[config.mk]
export PLATFORM = sky130hd
export DESIGN_NAME = grouped_interrupt_mask_and_dispatch_flat
export DESIGN_NICKNAME = d
export VERILOG_FILES = /design/src/rtl/core/gimd_pkg.sv /design/src/rtl/core/gimd_if.sv /design/src/rtl/core/gimd_dispatch.sv /design/src/rtl/core/grouped_interrupt_mask_and_dispatch.sv /design/src/flat_wrapper.sv
export SDC_FILE = /design/constraint.sdc
export NUM_CORES = 1
export LEC_CHECK = 0
export BUFFER_PORTS_ARGS = -buffer_cell sky130_fd_sc_hd__buf_4
export CORE_MARGIN = 10
export CORE_UTILIZATION = 50
export CTS_CLUSTER_SIZE = 12
export DETAILED_ROUTE_END_ITERATION = 12
export PLACE_DENSITY_LB_ADDON = 0.15
export REMOVE_ABC_BUFFERS = 1
export SYNTH_ARGS = -nofsm -noshare
export SYNTH_HDL_FRONTEND = slang
export SYNTH_SLANG_ARGS = --single-unit
[constraint.sdc]
create_clock -name clk -period 5.4 [get_ports clk]
set_clock_uncertainty 0.15 [all_clocks]
set_input_delay 0 -clock clk [delete_from_list [all_inputs] [get_ports clk]]
set_output_delay 0 -clock clk [all_outputs]
set_load 0.02 [all_outputs]
[src/rtl/core/gimd_pkg.sv]
// Package for the grouped interrupt mask and dispatch block.
// Holds the item, enable and result types, command codes, group masks and
// the bit mapping functions. Depends on nothing.
package gimd_pkg;

	// Command codes carried by an input beat.
	localparam logic [1:0] CMD_DISPATCH = 2'd0;
	localparam logic [1:0] CMD_MASK     = 2'd1;
	localparam logic [1:0] CMD_UNMASK   = 2'd2;

	// Dispatch status codes.
	localparam logic [1:0] STAT_NONE       = 2'd0;
	localparam logic [1:0] STAT_TAKEN      = 2'd1;
	localparam logic [1:0] STAT_NO_HANDLER = 2'd2;

	// Configuration register indexes.
	localparam int CFG_IDX_W = 1;
	localparam logic [CFG_IDX_W-1:0] CFG_LOCAL_MASK      = 1'd0;
	localparam logic [CFG_IDX_W-1:0] CFG_HANDLER_PRESENT = 1'd1;

	// Interrupt bits owned by each source group; bit 31 is interrupt 0.
	localparam logic [31:0] GRP_MEM  = 32'hF800_0000;
	localparam logic [31:0] GRP_DSP  = 32'h0700_0000;
	localparam logic [31:0] GRP_AUD  = 32'h0080_0000;
	localparam logic [31:0] GRP_SER0 = 32'h0070_0000;
	localparam logic [31:0] GRP_SER1 = 32'h000E_0000;
	localparam logic [31:0] GRP_SER2 = 32'h0001_8000;
	localparam logic [31:0] GRP_MAIN = 32'h0000_7FE0;

	// Reset values of the mask and the processor-interface enable word.
	localparam logic [31:0] GLOBAL_MASK_RST = 32'hFFFF_FFE0;
	localparam logic [13:0] MAIN_EN_FIXED   = 14'h00F0;

	// Fixed priority rows, searched from the first row down.
	localparam int PRIO_ROWS_N = 11;
	localparam logic [31:0] PRIO_ROWS [PRIO_ROWS_N] = '{
		32'h0000_0100, 32'h0000_0040, 32'hF800_0000, 32'h0000_0200,
		32'h0000_0080, 32'h0000_3000, 32'h0000_0020, 32'h03FF_8C00,
		32'h0400_0000, 32'h0000_4000, 32'hFFFF_FFFF
	};

	typedef struct packed {
		logic [1:0]  cmd;
		logic [31:0] mask_bits;
		logic [15:0] main_cause;
		logic [4:0]  mem_pending;
		logic [2:0]  dsp_pending;
		logic        audio_pending;
		logic [2:0]  serial0_pending;
		logic [2:0]  serial1_pending;
		logic [1:0]  serial2_pending;
	} item_t;

	typedef struct packed {
		logic [4:0]  mem;
		logic [2:0]  dsp;
		logic        audio;
		logic [2:0]  serial0;
		logic [2:0]  serial1;
		logic [1:0]  serial2;
		logic [13:0] main;
	} enables_t;

	typedef struct packed {
		logic [1:0]  status;
		logic [4:0]  number;
		logic [31:0] prev_mask;
		logic [6:0]  written;
		enables_t    en;
	} result_t;

	// Enable values of every group for a given set of unmasked interrupts.
	function automatic enables_t enables_from_ok(input logic [31:0] ok);
		enables_t e;
		e.mem     = {ok[27], ok[28], ok[29], ok[30], ok[31]};
		e.dsp     = {ok[24], ok[25], ok[26]};
		e.audio   = ok[23];
		e.serial0 = {ok[20], ok[21], ok[22]};
		e.serial1 = {ok[17], ok[18], ok[19]};
		e.serial2 = {ok[15], ok[16]};
		e.main    = MAIN_EN_FIXED;
		e.main[13] = ok[5];
		e.main[12] = ok[6];
		e.main[11] = ok[14];
		e.main[10] = ok[12];
		e.main[9]  = ok[13];
		e.main[8]  = ok[7];
		e.main[3]  = ok[11];
		e.main[2]  = ok[10];
		e.main[1]  = ok[9];
		e.main[0]  = ok[8];
		return e;
	endfunction

	// Leading-zero count of a nonzero word: pick the top busy byte, then the
	// top bit inside it.
	function automatic logic [4:0] lead_zeros(input logic [31:0] v);
		logic [1:0] top;
		logic [2:0] pos;
		logic [7:0] byte_v;
		top = 2'd0;
		pos = 3'd0;
		for (int b = 0; b < 4; b++) begin
			if (v[b*8 +: 8] != 8'd0) begin
				top = 2'(b);
			end
		end
		byte_v = v[top*8 +: 8];
		for (int k = 0; k < 8; k++) begin
			if (byte_v[k]) begin
				pos = 3'(k);
			end
		end
		return 5'd31 - {top, pos};
	endfunction

endpackage

[src/rtl/core/gimd_if.sv]
// Channel interfaces of the grouped interrupt mask and dispatch block.
// Input item, result and configuration write channels, each valid/ready.
// Depends on nothing.

interface gimd_item_if;
	logic        valid;
	logic        ready;
	logic [1:0]  cmd;
	logic [31:0] mask_bits;
	logic [15:0] main_cause;
	logic [4:0]  mem_pending;
	logic [2:0]  dsp_pending;
	logic        audio_pending;
	logic [2:0]  serial0_pending;
	logic [2:0]  serial1_pending;
	logic [1:0]  serial2_pending;

	modport source (
		output valid, cmd, mask_bits, main_cause, mem_pending, dsp_pending,
		       audio_pending, serial0_pending, serial1_pending, serial2_pending,
		input  ready
	);
	modport sink (
		input  valid, cmd, mask_bits, main_cause, mem_pending, dsp_pending,
		       audio_pending, serial0_pending, serial1_pending, serial2_pending,
		output ready
	);
endinterface

interface gimd_result_if;
	logic        valid;
	logic        ready;
	logic [1:0]  dispatch_status;
	logic [4:0]  interrupt_number;
	logic [31:0] previous_mask;
	logic [6:0]  groups_written;
	logic [4:0]  mem_enable;
	logic [2:0]  dsp_enable;
	logic        audio_enable;
	logic [2:0]  serial0_enable;
	logic [2:0]  serial1_enable;
	logic [1:0]  serial2_enable;
	logic [13:0] main_enable;

	modport source (
		output valid, dispatch_status, interrupt_number, previous_mask,
		       groups_written, mem_enable, dsp_enable, audio_enable,
		       serial0_enable, serial1_enable, serial2_enable, main_enable,
		input  ready
	);
	modport sink (
		input  valid, dispatch_status, interrupt_number, previous_mask,
		       groups_written, mem_enable, dsp_enable, audio_enable,
		       serial0_enable, serial1_enable, serial2_enable, main_enable,
		output ready
	);
endinterface

interface gimd_cfg_if;
	logic        valid;
	logic        ready;
	logic [0:0]  index;
	logic [31:0] data;

	modport source (output valid, index, data, input ready);
	modport sink (input valid, index, data, output ready);
endinterface

[src/rtl/core/gimd_dispatch.sv]
// Dispatch path: builds the cause word from raw pending bits, masks it and
// picks one interrupt by the fixed priority rows. Depends on gimd_pkg.
module gimd_dispatch (
	input  gimd_pkg::item_t   item,
	input  logic [13:0]       main_enable,
	input  logic [31:0]       mask_all,
	input  logic [31:0]       handler_present,
	output logic [1:0]        status,
	output logic [4:0]        number
);
	import gimd_pkg::*;

	logic [15:0] mc;
	logic        live;
	logic [31:0] cause;
	logic [31:0] unmasked;
	logic [31:0] sel;
	logic [4:0]  lz;

	assign mc   = item.main_cause;
	assign live = (mc[13:0] & main_enable) != 14'd0;

	// Map the gated group pending bits and the main cause bits into one word.
	always_comb begin
		cause = 32'd0;
		if (mc[7]) begin
			cause[31:27] = {item.mem_pending[0], item.mem_pending[1],
				item.mem_pending[2], item.mem_pending[3], item.mem_pending[4]};
		end
		if (mc[6]) begin
			cause[26:24] = {item.dsp_pending[0], item.dsp_pending[1],
				item.dsp_pending[2]};
		end
		if (mc[5]) begin
			cause[23] = item.audio_pending;
		end
		if (mc[4]) begin
			cause[22:20] = {item.serial0_pending[0], item.serial0_pending[1],
				item.serial0_pending[2]};
			cause[19:17] = {item.serial1_pending[0], item.serial1_pending[1],
				item.serial1_pending[2]};
			cause[16:15] = {item.serial2_pending[0], item.serial2_pending[1]};
		end
		cause[5]  = mc[13];
		cause[6]  = mc[12];
		cause[12] = mc[10];
		cause[13] = mc[9];
		cause[7]  = mc[8];
		cause[11] = mc[3];
		cause[10] = mc[2];
		cause[9]  = mc[1];
		cause[14] = mc[11];
		cause[8]  = mc[0];
	end

	assign unmasked = cause & ~mask_all;

	// Walk the rows from the last to the first so that the first hit wins.
	always_comb begin
		sel = 32'd0;
		for (int r = PRIO_ROWS_N - 1; r >= 0; r--) begin
			if ((unmasked & PRIO_ROWS[r]) != 32'd0) begin
				sel = unmasked & PRIO_ROWS[r];
			end
		end
	end

	assign lz = lead_zeros(sel);

	// Report the chosen number and whether a handler is registered for it.
	always_comb begin
		status = STAT_NONE;
		number = 5'd0;
		if (item.cmd == CMD_DISPATCH && live && unmasked != 32'd0) begin
			number = lz;
			status = handler_present[lz] ? STAT_TAKEN : STAT_NO_HANDLER;
		end
	end

endmodule

[src/rtl/core/grouped_interrupt_mask_and_dispatch.sv]
// Grouped interrupt mask and dispatch, top level.
// Holds the global mask, the group enable registers and the configuration
// words. Depends on gimd_pkg, gimd_if and gimd_dispatch.
//
// Use: commands enter on the item channel and each produces exactly one beat
// on the result channel, in order. A mask command ORs mask_bits into the
// global mask, an unmask command clears them; both return the previous mask,
// rewrite the enable registers of every group with a changed bit and report
// those groups. A dispatch command returns the chosen interrupt number and
// whether a handler is present. Every result carries the enable registers
// as they stand after the command.
// The cfg channel writes local_mask (index 0) and handler_present (index 1);
// it is always ready. The user must write it only while the block is idle;
// the block does not enforce this. Each item beat passes one input register,
// then the mask, mapping and priority logic into the result register. One
// item is accepted every cycle while the receiver takes results. When the
// receiver stalls, the full result register holds and the input register
// takes one more beat; then item.ready drops until the result is taken.
// Reset sets the global mask to 0xFFFFFFE0, the main enable word to 0xF0,
// the other enables and both configuration words to zero, with both
// pipeline registers empty.
module grouped_interrupt_mask_and_dispatch (
	input  logic                 clk,
	input  logic                 arst_n,
	gimd_item_if.sink            item,
	gimd_result_if.source        result,
	gimd_cfg_if.sink             cfg
);
	import gimd_pkg::*;

	// Input stage and result register.
	item_t       item_s1;
	logic        valid_s1;
	result_t     res_q;
	logic        res_valid_q;
	logic        advance;

	// Block state.
	logic [31:0] global_mask_q;
	enables_t    en_q;
	logic [31:0] local_mask_q;
	logic [31:0] handler_present_q;

	// Next values computed from the input stage.
	logic [31:0] cur_mask;
	logic [31:0] changed;
	logic [31:0] global_mask_nx;
	logic [31:0] ok;
	enables_t    en_all;
	enables_t    en_nx;
	logic [6:0]  written;
	logic [31:0] prev_mask;
	logic [1:0]  disp_status;
	logic [4:0]  disp_number;
	logic        is_mask_cmd;

	assign advance    = valid_s1 && (!res_valid_q || result.ready);
	assign item.ready = !valid_s1 || advance;
	assign cfg.ready  = 1'b1;

	// Input register.
	always_ff @(posedge clk or negedge arst_n) begin
		if (!arst_n) begin
			valid_s1 <= 1'b0;
		end else if (item.ready) begin
			valid_s1 <= item.valid;
		end
	end

	always_ff @(posedge clk) begin
		if (item.ready && item.valid) begin
			item_s1 <= '{cmd: item.cmd, mask_bits: item.mask_bits,
				main_cause: item.main_cause, mem_pending: item.mem_pending,
				dsp_pending: item.dsp_pending, audio_pending: item.audio_pending,
				serial0_pending: item.serial0_pending,
				serial1_pending: item.serial1_pending,
				serial2_pending: item.serial2_pending};
		end
	end

	// Mask and unmask: new mask, changed bits and group rewrites.
	assign is_mask_cmd = item_s1.cmd == CMD_MASK || item_s1.cmd == CMD_UNMASK;
	assign cur_mask    = global_mask_q | local_mask_q;

	always_comb begin
		case (item_s1.cmd)
			CMD_MASK: begin
				changed        = ~cur_mask & item_s1.mask_bits;
				global_mask_nx = global_mask_q | item_s1.mask_bits;
			end
			CMD_UNMASK: begin
				changed        = cur_mask & item_s1.mask_bits;
				global_mask_nx = global_mask_q & ~item_s1.mask_bits;
			end
			default: begin
				changed        = 32'd0;
				global_mask_nx = global_mask_q;
			end
		endcase
	end

	assign ok     = ~(global_mask_nx | local_mask_q);
	assign en_all = enables_from_ok(ok);

	always_comb begin
		en_nx      = en_q;
		written    = 7'd0;
		written[0] = (changed & GRP_MEM)  != 32'd0;
		written[1] = (changed & GRP_DSP)  != 32'd0;
		written[2] = (changed & GRP_AUD)  != 32'd0;
		written[3] = (changed & GRP_SER0) != 32'd0;
		written[4] = (changed & GRP_SER1) != 32'd0;
		written[5] = (changed & GRP_SER2) != 32'd0;
		written[6] = (changed & GRP_MAIN) != 32'd0;
		if (written[0]) begin
			en_nx.mem = en_all.mem;
		end
		if (written[1]) begin
			en_nx.dsp = en_all.dsp;
		end
		if (written[2]) begin
			en_nx.audio = en_all.audio;
		end
		if (written[3]) begin
			en_nx.serial0 = en_all.serial0;
		end
		if (written[4]) begin
			en_nx.serial1 = en_all.serial1;
		end
		if (written[5]) begin
			en_nx.serial2 = en_all.serial2;
		end
		if (written[6]) begin
			en_nx.main = en_all.main;
		end
	end

	assign prev_mask = is_mask_cmd ? global_mask_q : 32'd0;

	// Dispatch path on the current state.
	gimd_dispatch u_dispatch (
		.item            (item_s1),
		.main_enable     (en_q.main),
		.mask_all        (cur_mask),
		.handler_present (handler_present_q),
		.status          (disp_status),
		.number          (disp_number)
	);

	// Block state, updated as each item leaves the input stage.
	always_ff @(posedge clk or negedge arst_n) begin
		if (!arst_n) begin
			global_mask_q <= GLOBAL_MASK_RST;
			en_q          <= '{mem: 5'd0, dsp: 3'd0, audio: 1'b0, serial0: 3'd0,
				serial1: 3'd0, serial2: 2'd0, main: MAIN_EN_FIXED};
		end else if (advance) begin
			global_mask_q <= global_mask_nx;
			en_q          <= en_nx;
		end
	end

	// Configuration words.
	always_ff @(posedge clk or negedge arst_n) begin
		if (!arst_n) begin
			local_mask_q      <= 32'd0;
			handler_present_q <= 32'd0;
		end else if (cfg.valid) begin
			case (cfg.index)
				CFG_LOCAL_MASK:      local_mask_q      <= cfg.data;
				CFG_HANDLER_PRESENT: handler_present_q <= cfg.data;
				default:             ;
			endcase
		end
	end

	// Result register.
	always_ff @(posedge clk or negedge arst_n) begin
		if (!arst_n) begin
			res_valid_q <= 1'b0;
		end else if (advance) begin
			res_valid_q <= 1'b1;
		end else if (result.ready) begin
			res_valid_q <= 1'b0;
		end
	end

	always_ff @(posedge clk) begin
		if (advance) begin
			res_q <= '{status: disp_status, number: disp_number,
				prev_mask: prev_mask, written: written, en: en_nx};
		end
	end

	assign result.valid            = res_valid_q;
	assign result.dispatch_status  = res_q.status;
	assign result.interrupt_number = res_q.number;
	assign result.previous_mask    = res_q.prev_mask;
	assign result.groups_written   = res_q.written;
	assign result.mem_enable       = res_q.en.mem;
	assign result.dsp_enable       = res_q.en.dsp;
	assign result.audio_enable     = res_q.en.audio;
	assign result.serial0_enable   = res_q.en.serial0;
	assign result.serial1_enable   = res_q.en.serial1;
	assign result.serial2_enable   = res_q.en.serial2;
	assign result.main_enable      = res_q.en.main;

endmodule
[src/flat_wrapper.sv]
// flat-port wrapper written by rule: the top's interface ports become plain ports
module grouped_interrupt_mask_and_dispatch_flat import gimd_pkg::*;
  (clk, arst_n, item_valid, item_cmd, item_mask_bits, item_main_cause, item_mem_pending, item_dsp_pending, item_audio_pending, item_serial0_pending, item_serial1_pending, item_serial2_pending, item_ready, result_valid, result_dispatch_status, result_interrupt_number, result_previous_mask, result_groups_written, result_mem_enable, result_dsp_enable, result_audio_enable, result_serial0_enable, result_serial1_enable, result_serial2_enable, result_main_enable, result_ready, cfg_valid, cfg_index, cfg_data, cfg_ready);
  gimd_item_if item_i ();
  gimd_result_if result_i ();
  gimd_cfg_if cfg_i ();
  input  logic clk;
  input  logic arst_n;
  input wire logic [$bits(item_i.valid)-1:0] item_valid;
  input wire logic [$bits(item_i.cmd)-1:0] item_cmd;
  input wire logic [$bits(item_i.mask_bits)-1:0] item_mask_bits;
  input wire logic [$bits(item_i.main_cause)-1:0] item_main_cause;
  input wire logic [$bits(item_i.mem_pending)-1:0] item_mem_pending;
  input wire logic [$bits(item_i.dsp_pending)-1:0] item_dsp_pending;
  input wire logic [$bits(item_i.audio_pending)-1:0] item_audio_pending;
  input wire logic [$bits(item_i.serial0_pending)-1:0] item_serial0_pending;
  input wire logic [$bits(item_i.serial1_pending)-1:0] item_serial1_pending;
  input wire logic [$bits(item_i.serial2_pending)-1:0] item_serial2_pending;
  output wire logic [$bits(item_i.ready)-1:0] item_ready;
  output wire logic [$bits(result_i.valid)-1:0] result_valid;
  output wire logic [$bits(result_i.dispatch_status)-1:0] result_dispatch_status;
  output wire logic [$bits(result_i.interrupt_number)-1:0] result_interrupt_number;
  output wire logic [$bits(result_i.previous_mask)-1:0] result_previous_mask;
  output wire logic [$bits(result_i.groups_written)-1:0] result_groups_written;
  output wire logic [$bits(result_i.mem_enable)-1:0] result_mem_enable;
  output wire logic [$bits(result_i.dsp_enable)-1:0] result_dsp_enable;
  output wire logic [$bits(result_i.audio_enable)-1:0] result_audio_enable;
  output wire logic [$bits(result_i.serial0_enable)-1:0] result_serial0_enable;
  output wire logic [$bits(result_i.serial1_enable)-1:0] result_serial1_enable;
  output wire logic [$bits(result_i.serial2_enable)-1:0] result_serial2_enable;
  output wire logic [$bits(result_i.main_enable)-1:0] result_main_enable;
  input wire logic [$bits(result_i.ready)-1:0] result_ready;
  input wire logic [$bits(cfg_i.valid)-1:0] cfg_valid;
  input wire logic [$bits(cfg_i.index)-1:0] cfg_index;
  input wire logic [$bits(cfg_i.data)-1:0] cfg_data;
  output wire logic [$bits(cfg_i.ready)-1:0] cfg_ready;
  assign item_i.valid = item_valid;
  assign item_i.cmd = item_cmd;
  assign item_i.mask_bits = item_mask_bits;
  assign item_i.main_cause = item_main_cause;
  assign item_i.mem_pending = item_mem_pending;
  assign item_i.dsp_pending = item_dsp_pending;
  assign item_i.audio_pending = item_audio_pending;
  assign item_i.serial0_pending = item_serial0_pending;
  assign item_i.serial1_pending = item_serial1_pending;
  assign item_i.serial2_pending = item_serial2_pending;
  assign item_ready = item_i.ready;
  assign result_valid = result_i.valid;
  assign result_dispatch_status = result_i.dispatch_status;
  assign result_interrupt_number = result_i.interrupt_number;
  assign result_previous_mask = result_i.previous_mask;
  assign result_groups_written = result_i.groups_written;
  assign result_mem_enable = result_i.mem_enable;
  assign result_dsp_enable = result_i.dsp_enable;
  assign result_audio_enable = result_i.audio_enable;
  assign result_serial0_enable = result_i.serial0_enable;
  assign result_serial1_enable = result_i.serial1_enable;
  assign result_serial2_enable = result_i.serial2_enable;
  assign result_main_enable = result_i.main_enable;
  assign result_i.ready = result_ready;
  assign cfg_i.valid = cfg_valid;
  assign cfg_i.index = cfg_index;
  assign cfg_i.data = cfg_data;
  assign cfg_ready = cfg_i.ready;
  grouped_interrupt_mask_and_dispatch u_core (.clk(clk), .arst_n(arst_n), .item(item_i), .result(result_i), .cfg(cfg_i));
endmodule
==> impl_metrics.toml <==
[placed_design]
port_buffers = 181
routabilityCongestion = 0.8511
place_hpwl_um = 22450
placed_area_um2 = 13730

[grt]
antenna_found_initial = 1
grt_max_degree = 75
grt_pass1_vias = 9359
grtUsageTotal_pct = 21.36
grt_pass1_wl_um = 52410
grt_overflow = 0

[clocking]
clockBufferDepth = 3
post_cts_buffers = 0
cts.sinks = 266
cts_resized = 0
cts-htree-levels = 1
path_clk_slew_ps = 60
numCtsBuffers = 29
cts_tree = "done"
cts_root_buf = "clkbuf_16"
cts-hold-fix-buffers = 109
clock_latency_ps = 540

[routing]
antenna_left = 0
vias_per_cell = 5.533
wl_um = 33410
first_pass_iters = 5
initialDrtViolationCount = 699
wl_per_cell_um = 20.43
route.vias.total = 9046
drc = 0

[run_status]
status = "finished with violations"
violations = "negative hold slack"

[setup_path]
path_buf_inv = 1
crit_type = "flip-flop to flip-flop"
timing.rr.start = "u_core.local_mask_q[6]$_DFFE_PN0P_"
timing.reg2reg.setup_slack_ps = 1230
worstPathArrival_ps = 4310
path_common_cell = "nand2_2"
required_ps = 5540
startpoint_type = "flip-flop"
crit_slowest_cell = "o211ai_1"
crit_chain = "nor3b_1 > nand2_1 > a21boi_1 > nand2_2 > a31oi_1 > o211ai_1 > inv_1 > nand2_2 > nor2_1 > o31ai_1 > mux2i_1 > a22o_1"
critPathMaxStageDelay_ps = 810
crit_path_start = "u_core.local_mask_q[6]$_DFFE_PN0P_"
reg2regPathDepth = 12
path_max_fanout = 11
worstSetupEndpointType = "flip-flop"
rr_endpoint = "u_core.result.dispatch_status[0]$_SDFFCE_PN0P_"
crit_family = "compound AO/OA/AOI/OAI gates"

[timing]
maxClockFrequency_mhz = 239.5
slew_viol_final = 0
max_slew_margin_pct = 27.08
whs_ps = -7.938
hold_viol_final = 5
worstMarginPinSlew_ps = 1090
rsz0062_at_grt = "no"
period_minus_slack_ps = 4175
setup_viol = 0
tns_ps = 0
period_share_pct = 77.31

[die]
core_um2 = 23540
io_pins = 185
fp.dieH_um = 174.9
die_area_um2 = 30580
rows = 56
initial_core_util_pct = 50.95
die_w_um = 174.9

[final_layout]
fill_cells = 1752
nNetsFinal = 1401
postLayoutCoreUtil_pct = 66.85
area_growth_syn_to_layout_pct = 31.21
seqCellArea_um2 = 7406
final_area_um2 = 15740
multi_input_area_um2 = 4408
drive_gt1_share_pct = 30.27

[logic_synthesis]
synth_top_area_share_pct = 35.55
syn_area_um2 = 11990
synth_ff_type = "edfxtp_1"
syn_avg_cell_area_um2 = 12.08
ys_seq_area_share_pct = 61.75
syn_inst = 993
synthTopCellsByArea = "edfxtp_1, dfrtp_1, mux2_2"
synth_warnings = 0
synth-seq-cells = 266
yosysTopAreaCell = "edfxtp_1"
synth_async_sr_flop_share_pct = 46.62
synth_edf_count = 142
yosysUniqueCellTypes = 77

[pwr]
p_switching_mw = 1.960
peakVddDrop_v = 0.0003457
switching_share_pct = 30.53
power.internal_mw = 4.459
p_per_area_nw_per_um2 = 407.9
seq_power_share_pct = 44.4
p_comb_share_pct = 26.0
clockPowerShare_pct = 29.7
leakagePower_nw = 6.437

[job]
cap_violations = 0

[hold_path]
worstHoldPathType = "primary input to async pin"
==> area by class of cell <==
cell class,count,area share (%)
clock inverters,4,0.4532
inverters,10,0.2544
flip-flops and latches,266,47.06
clock buffers,49,5.343
multi-input cells,680,28.01
diodes,1,0.01590
repair buffers,306,16.33
well taps,319,2.536
==> worst register-to-register path: stages (launching register included) <==
cell      delay [ps]
dfrtp_1          430
nor3b_1          680
nand2_1          290
a21boi_1         230
nand2_2          100
a31oi_1          130
o211ai_1         810
inv_1            170
nand2_2          220
nor2_1            70
o31ai_1          300
mux2i_1          130
a22o_1           210
==> metal layers <==
layer | GRT usage [%] | part of all wire, % | vias up
li1 | - | - | 4231
met1 | 27.97 | 43 | 4446
met2 | 35.11 | 48 | 308
met3 | 4.333 | 6.6 | 61
met4 | 6.499 | 2.5 | 0
met5 | 0 | 0 | -
==> stage by stage <==
step / setup slack [ps] / power (mW) / instances
global route: 935.5 / 6.744 / 1635
detailed placement: 1280 / 4.462 / 1472
global placement: 1205 / 4.440 / 1472
CTS: 1264 / 6.445 / 1634
floorplan: 866.3 / 3.874 / 956
finish: 1225 / 6.419 / 1635
==> power by group through the flow <==
stage          Combinational [mW]  Clock [mW]  Sequential [mW]
2_1_floorplan               0.958           0             2.92
3_3_place_gp                 1.58           0             2.86
3_5_place_dp                 1.59           0             2.87
4_1_cts                      1.66        1.94             2.84
5_1_grt                      1.83        2.02             2.89
6_report                     1.67        1.90             2.85
==> kinds of logic after synthesis <==
kind of cell	after synthesis	share of synthesized area, %
DFF	266	61.75
xor gates and xnor gates	2	0.1461
other	1	0.03127
muxes	88	8.168
buffers and inverters	47	1.606
and+or+nand+nor	386	17.24
AOI/OAI and AO/OA	200	10.74
adders and majority gates	3	0.3130
==> layout by cell type (no fill, tap or decap), types with 16 or more instances in the layout <==
cell / instances
buf_4: 197
nand2_1: 159
edfxtp_1: 142
dlygate4sd3_1: 109
dfrtp_1: 93
a21oi_1: 88
mux2_2: 79
nor2_1: 54
nand2b_1: 35
and2_1: 34
dfstp_2: 31
o21ai_0: 29
clkbuf_16: 29
o31ai_1: 17
nand3_1: 16
clkbuf_1: 16
==> worst max-delay path by stage <==
stage,to,slack (ps),cells after the start
after global routing,u_core.result.dispatch_status[0]$_SDFFCE_PN0P_,940,12
after CTS,u_core.result.dispatch_status[0]$_SDFFCE_PN0P_,1260,12
after global placement,u_core.result.dispatch_status[1]$_SDFFCE_PN0P_,1210,12
after floorplan,u_core.en_q[10]$_DFFE_PN0P_,870,5
after detailed placement,u_core.result.dispatch_status[0]$_SDFFCE_PN0P_,1280,12
final,u_core.result.dispatch_status[0]$_SDFFCE_PN0P_,1230,12
==> sequential cells by signal (all words and copies together), names as in the netlist, 5 cells and up, named ones only <==
name / count
u_core.result.interrupt_number: 5
u_core.global_mask_q: 27
u_core.result.groups_written: 7
u_core.handler_present_q: 32
u_core.local_mask_q: 27
u_core.result.main_enable: 14
u_core.result.mem_enable: 5
u_core.en_q: 31
u_core.item_s1: 65
u_core.result.previous_mask: 32
==> synth_stat cells, types with 16 or more instances <==
cell type / number
nand2_1: 159
edfxtp_1: 142
dfrtp_1: 93
a21oi_1: 88
mux2_2: 79
nor2_1: 55
and2_1: 35
nand2b_1: 35
dfstp_2: 31
o21ai_0: 29
clkbuf_1: 25
o31ai_1: 17
nand3_1: 16
Power figures use the tool's default switching activity.
